==> src/hdl/mbe_pkg.sv <==
// Shared types and constants for the Mandelbrot escape-time pixel unit.
// No dependencies; used by every other file in hdl/ except mbe_div.
package mbe_pkg;

    // Defaults for the top-level parameters
    localparam int unsigned ITER_LIMIT_DEF = 1000;
    localparam int unsigned FRAC_BITS_DEF  = 28;
    localparam int unsigned MAX_DIM_DEF    = 4096;

    // Fixed field widths
    localparam int unsigned COORD_W = 12;
    localparam int unsigned DIM_W   = 13;
    localparam int unsigned CHAN_W  = 8;

    // Colour scaling steps after the iteration ends
    localparam int unsigned COLOR_STEPS = 1;

    localparam logic [DIM_W-1:0] DIM_RESET = 13'd1000;

    // Configuration register indexes
    localparam logic CFG_IMAGE_WIDTH  = 1'b0;
    localparam logic CFG_IMAGE_HEIGHT = 1'b1;

    // Controller -> datapath commands
    typedef struct packed {
        logic load;
        logic div_step;
        logic iter_step;
        logic color_load;
        logic color_step;
    } cmd_t;

    // Datapath -> controller status
    typedef struct packed {
        logic iter_done;
    } status_t;

endpackage

==> src/hdl/mbe_ctrl.sv <==
// Controller FSM: sequences load, coordinate divide, iteration, colour, output.
// Depends on mbe_pkg.
module mbe_ctrl #(
    parameter int unsigned FRAC_BITS = mbe_pkg::FRAC_BITS_DEF
) (
    input  logic             clk,
    input  logic             rst_n,
    input  logic             start,
    input  mbe_pkg::status_t status,
    output mbe_pkg::cmd_t    cmd,
    output logic             busy,
    output logic             done
);

    localparam int unsigned CNT_W = $clog2(FRAC_BITS + 3);
    localparam logic [CNT_W-1:0] DIV_LAST   = CNT_W'(FRAC_BITS + 2);
    localparam logic [CNT_W-1:0] COLOR_LAST = CNT_W'(mbe_pkg::COLOR_STEPS - 1);

    typedef enum logic [4:0] {
        ST_IDLE  = 5'b00001,
        ST_DIV   = 5'b00010,
        ST_ITER  = 5'b00100,
        ST_COLOR = 5'b01000,
        ST_OUT   = 5'b10000
    } state_t;

    state_t           state_reg;
    state_t           state_next;
    logic [CNT_W-1:0] cnt_reg;
    logic [CNT_W-1:0] cnt_next;

    always_comb
    begin
        state_next = state_reg;
        cnt_next   = cnt_reg;
        cmd        = '0;
        unique case (state_reg)
            ST_IDLE:
            begin
                if (start)
                begin
                    cmd.load   = 1'b1;
                    cnt_next   = '0;
                    state_next = ST_DIV;
                end
            end
            ST_DIV:
            begin
                cmd.div_step = 1'b1;
                cnt_next     = cnt_reg + CNT_W'(1);
                if (cnt_reg == DIV_LAST)
                begin
                    state_next = ST_ITER;
                end
            end
            ST_ITER:
            begin
                cmd.iter_step = 1'b1;
                if (status.iter_done)
                begin
                    cmd.color_load = 1'b1;
                    cnt_next       = '0;
                    state_next     = ST_COLOR;
                end
            end
            ST_COLOR:
            begin
                cmd.color_step = 1'b1;
                cnt_next       = cnt_reg + CNT_W'(1);
                if (cnt_reg == COLOR_LAST)
                begin
                    state_next = ST_OUT;
                end
            end
            ST_OUT:
            begin
                state_next = ST_IDLE;
            end
            default:
            begin
                state_next = ST_IDLE;
            end
        endcase
    end

    always_ff @(posedge clk or negedge rst_n)
    begin
        if (!rst_n)
        begin
            state_reg <= ST_IDLE;
            cnt_reg   <= '0;
        end
        else
        begin
            state_reg <= state_next;
            cnt_reg   <= cnt_next;
        end
    end

    assign busy = (state_reg != ST_IDLE);
    assign done = (state_reg == ST_OUT);

`ifndef SYNTHESIS
    a_busy_from_start: assert property (@(posedge clk) disable iff (!rst_n)
        $rose(busy) |-> $past(start))
        else $error("busy rose without start");
    a_done_then_idle: assert property (@(posedge clk) disable iff (!rst_n)
        done |=> !busy && !done)
        else $error("done not followed by idle");
    a_done_after_color: assert property (@(posedge clk) disable iff (!rst_n)
        $rose(done) |-> $past(cmd.color_step))
        else $error("result without colour phase");
`endif

endmodule

==> config.mk <==
export PLATFORM = sky130hd
export DESIGN_NAME = mbe_ctrl
export DESIGN_NICKNAME = d
export VERILOG_FILES = /design/src/hdl/mbe_pkg.sv /design/src/hdl/mbe_ctrl.sv
export SDC_FILE = /design/constraint.sdc
export NUM_CORES = 1
export LEC_CHECK = 0
export ABC_AREA = 1
export BUFFER_PORTS_ARGS = -buffer_cell sky130_fd_sc_hd__clkbuf_2
export CAP_MARGIN = 20
export CORE_MARGIN = 2
export CORE_UTILIZATION = 35
export CTS_CLUSTER_SIZE = 25
export DETAILED_ROUTE_END_ITERATION = 8
export MAX_ROUTING_LAYER = met4
export PLACE_DENSITY_LB_ADDON = 0.2
export SLEW_MARGIN = 20
export SYNTH_ARGS = -nofsm -noshare
export SYNTH_HDL_FRONTEND = slang
export SYNTH_SLANG_ARGS = --single-unit
==> constraint.sdc <==
create_clock -name clk -period 1.8 [get_ports clk]
set_input_delay 0.36 -clock clk [delete_from_list [all_inputs] [get_ports clk]]
set_output_delay 0.36 -clock clk [all_outputs]
set_load 0.01 [all_outputs]
==> run summary <==
Unrepaired setup endpoints after global routing - no
First-pass GRT wire length - 2.056 mm
EDFF count, synth - 0
Clock Sinks - 10
Gpl congestion - 0.7581
Die width - 47.12 µm
All-Layer GR Usage - 13.73%
Hpwl dp - 976.1 µm
CP Data Required Time - 1.44 ns
Chip height - 47.12 µm
CP cell instances - inv_1 > nor2_2 > nand2_1 > nor2_1 > clkbuf_2
Post-synthesis cell count - 89
Initial antenna violation count - 0
Die ar. - 2220 µm²
Synth Area per Inst - 7.310 µm²
HP Start - start
Initial detailed-routing violation count - 8
Crit Reg-Reg Startpoint - cnt_reg[0]
Yosys warning count - 0
Slowest stage delay, CP - 0.56 ns
# setup viols final - 0
Status - complete, no violations
Vias per std cell - 4.310
Startpoint Class - flop
Via count - 556
Post-synthesis register bit count - 10
DRT Wirelength - 1.169 mm
Syn Nets - 96
Slew @ Worst Pin - 0.2481 ns
Worst path buffer plus inverter count - 2
DRT antenna net count - 0
Initial Utilization - 37.28%
Cell Area, Placed - 732.0 µm²
Post-CTS setup buffer count - 0
Total negative slack - 0 ns
Min Hold Slack - 0.3916 ns
Family with the most delay on the worst path - flip-flops
Layout cells sized above 1 - 25.96%
Multi-input gate area - 340.3 µm²
Register area - 251.5 µm²
Per-cell routed wire length - 9.062 µm
CTS root buf - clkbuf_4
Achievable frequency - 595.5 MHz
Final #Nets - 112
Final Skew - 0.001209 ns
Detailed Routing Iterations Pass 1 - 4
Grt total ovfl - 0
Core area - 1745 µm²
Pwr Density - 1283 nW/µm²
Hold WC Path Type - in -> reg
Synth unique cells - 18
DRC viols - 0
WP data arrival - 1.32 ns
Vias in the first global route - 507
Synthesized area - 650.6 µm²
Relative slew slack - 83.46%
Inserted Clock Buffers - 3
Max Cap Viol - 0
CTS tree - done
Tcrit/Tclk final - 93.29%
Peak supply drop - 0.6563 mV
Critical path launch point - state_reg[0]
Setup crit end kind - output port
Final Hold Vio Count - 0
Crit Path Class - reg -> out
Largest net degree at the start of global routing - 11
Clock Pin Slew Worst Setup and Hold Paths - 0.06 ns
Ant. Diodes - 0
Synth async-reset ratio - 100.0%
Fillers - 194
Worst skew pair latency - 0.25 ns
Slowest CP cell - dfstp_2
Sequential element share of the synthesized area - 38.65%
Synth Flop Type - dfrtp_1
Overall power - 992.2 µW
Core Rows - 15
Fin crit period - 1.679 ns
Final Max Tran Viols - 0
Area grow syn2layout - 18.85%
Final non-filler cell area - 773.2 µm²
H-Tree Depth - 1
Crit-path max FO - 3
Clock Path Buffers - 2
IO Count - 11
Leakage power - 0.4461 nW
I/O Buffers - 10
## cell families (layout without fill, tap and decap cells)
| group | Yosys count | after routing | share of synthesized area, % |
|---|---|---|---|
| adder cells (fa/ha/maj) | 3 | 3 | 5.770 |
| buffers and inverters | 17 | 32 | 9.808 |
| flip-flops | 10 | 10 | 38.66 |
| XOR/XNOR | 3 | 3 | 4.039 |
| AO/OA/AOI/OAI | 4 | 4 | 3.461 |
| AND/OR/NAND/NOR | 52 | 52 | 38.27 |
## cell usage in the layout, fill, tap and decap left out, types with 2 or more instances in the layout
master	netlist	routed
nor2_1	10	10
inv_2	3	3
nor2_2	5	4
nand3_1	4	4
o21ai_1	2	2
clkbuf_2	0	10
nand3_2	2	2
o22ai_1	2	2
nor2_4	1	2
xor2_1	3	3
clkbuf_4	0	3
inv_1	14	14
nand4_1	2	2
ha_1	3	3
nand2_1	25	25
dfrtp_1	9	9
## stage by stage
| step | std cells | util, % | worst slack, ns |
|---|---|---|---|
| 6_report | 129 | 44.30 | 0.1207 |
| 5_1_grt | 129 | 44.30 | 0.01893 |
| 4_1_cts | 129 | 44.01 | 0.08951 |
| 3_5_place_dp | 124 | 41.94 | 0.3747 |
| 3_3_place_gp | 124 | 41.94 | 0.3986 |
| 2_1_floorplan | 89 | - | 0.4533 |
## path summary, 6_finish.rpt
check	slack, ns	cells after the start	endpoint
setup reg to reg	0.54	8	state_reg[4]
setup / recovery	0.12	5	cmd[4]
min in group asynchronous	0.50	2	cnt_reg[1]
hold / removal	0.39	3	state_reg[1]
max in group asynchronous	1.04	2	state_reg[0]
hold reg to reg	0.47	2	cnt_reg[4]
## synthesized netlist by cell type (2+ instances only)
master	instances	area, µm²
nor2_2	5	31.28
dfrtp_1	9	225.2
xor2_1	3	26.28
o21ai_1	2	10.01
inv_2	3	11.26
nand2_1	25	93.84
nand4_1	2	12.51
o22ai_1	2	12.51
inv_1	14	52.55
nand3_2	2	20.02
nand3_1	4	20.02
nor2_1	10	37.54
ha_1	3	37.54
## metal layers
metal / up-vias / part of all wire [%] / track usage (%)
met3: 0 / 2.7 / 2.308
met5: - / 0 / -
li1: 303 / - / -
met2: 9 / 48 / 20.82
met1: 244 / 49 / 18.38
met4: 0 / 0 / 5.000
## area by class of cell
class                           instances  area share [%]
Multi-Input combinational cell         62           44.01
Sequential cell                        10           32.52
Clock buffer                            4           3.398
Inverter                               17           8.252
Timing Repair Buffer                   11           7.767
Tap cell                               25           4.045
## where the power goes
group / internal [mW] / switching [mW] / leakage (nW)
clock network: 0.0854 / 0.0706 / 0.0150
logic: 0.174 / 0.316 / 0.297
registers: 0.286 / 0.0600 / 0.134
total: 0.546 / 0.447 / 0.446
## repair_timing
item,in CTS,in global routing
endpoints found under the setup margin,0,1
gates resized for setup,0,1
hold buffers,1,0
endpoints found under the hold margin,9,0
## worst register-to-register path: cells and delay by family, from the launching register on
kind | cells | cell delay [ns]
adders and majority gates | 1 | 0.16
buffers and inverters | 1 | 0.11
and+or+nand+nor | 6 | 0.54
DFF | 1 | 0.40
Note: power is estimated with default switching activity, not from simulation.
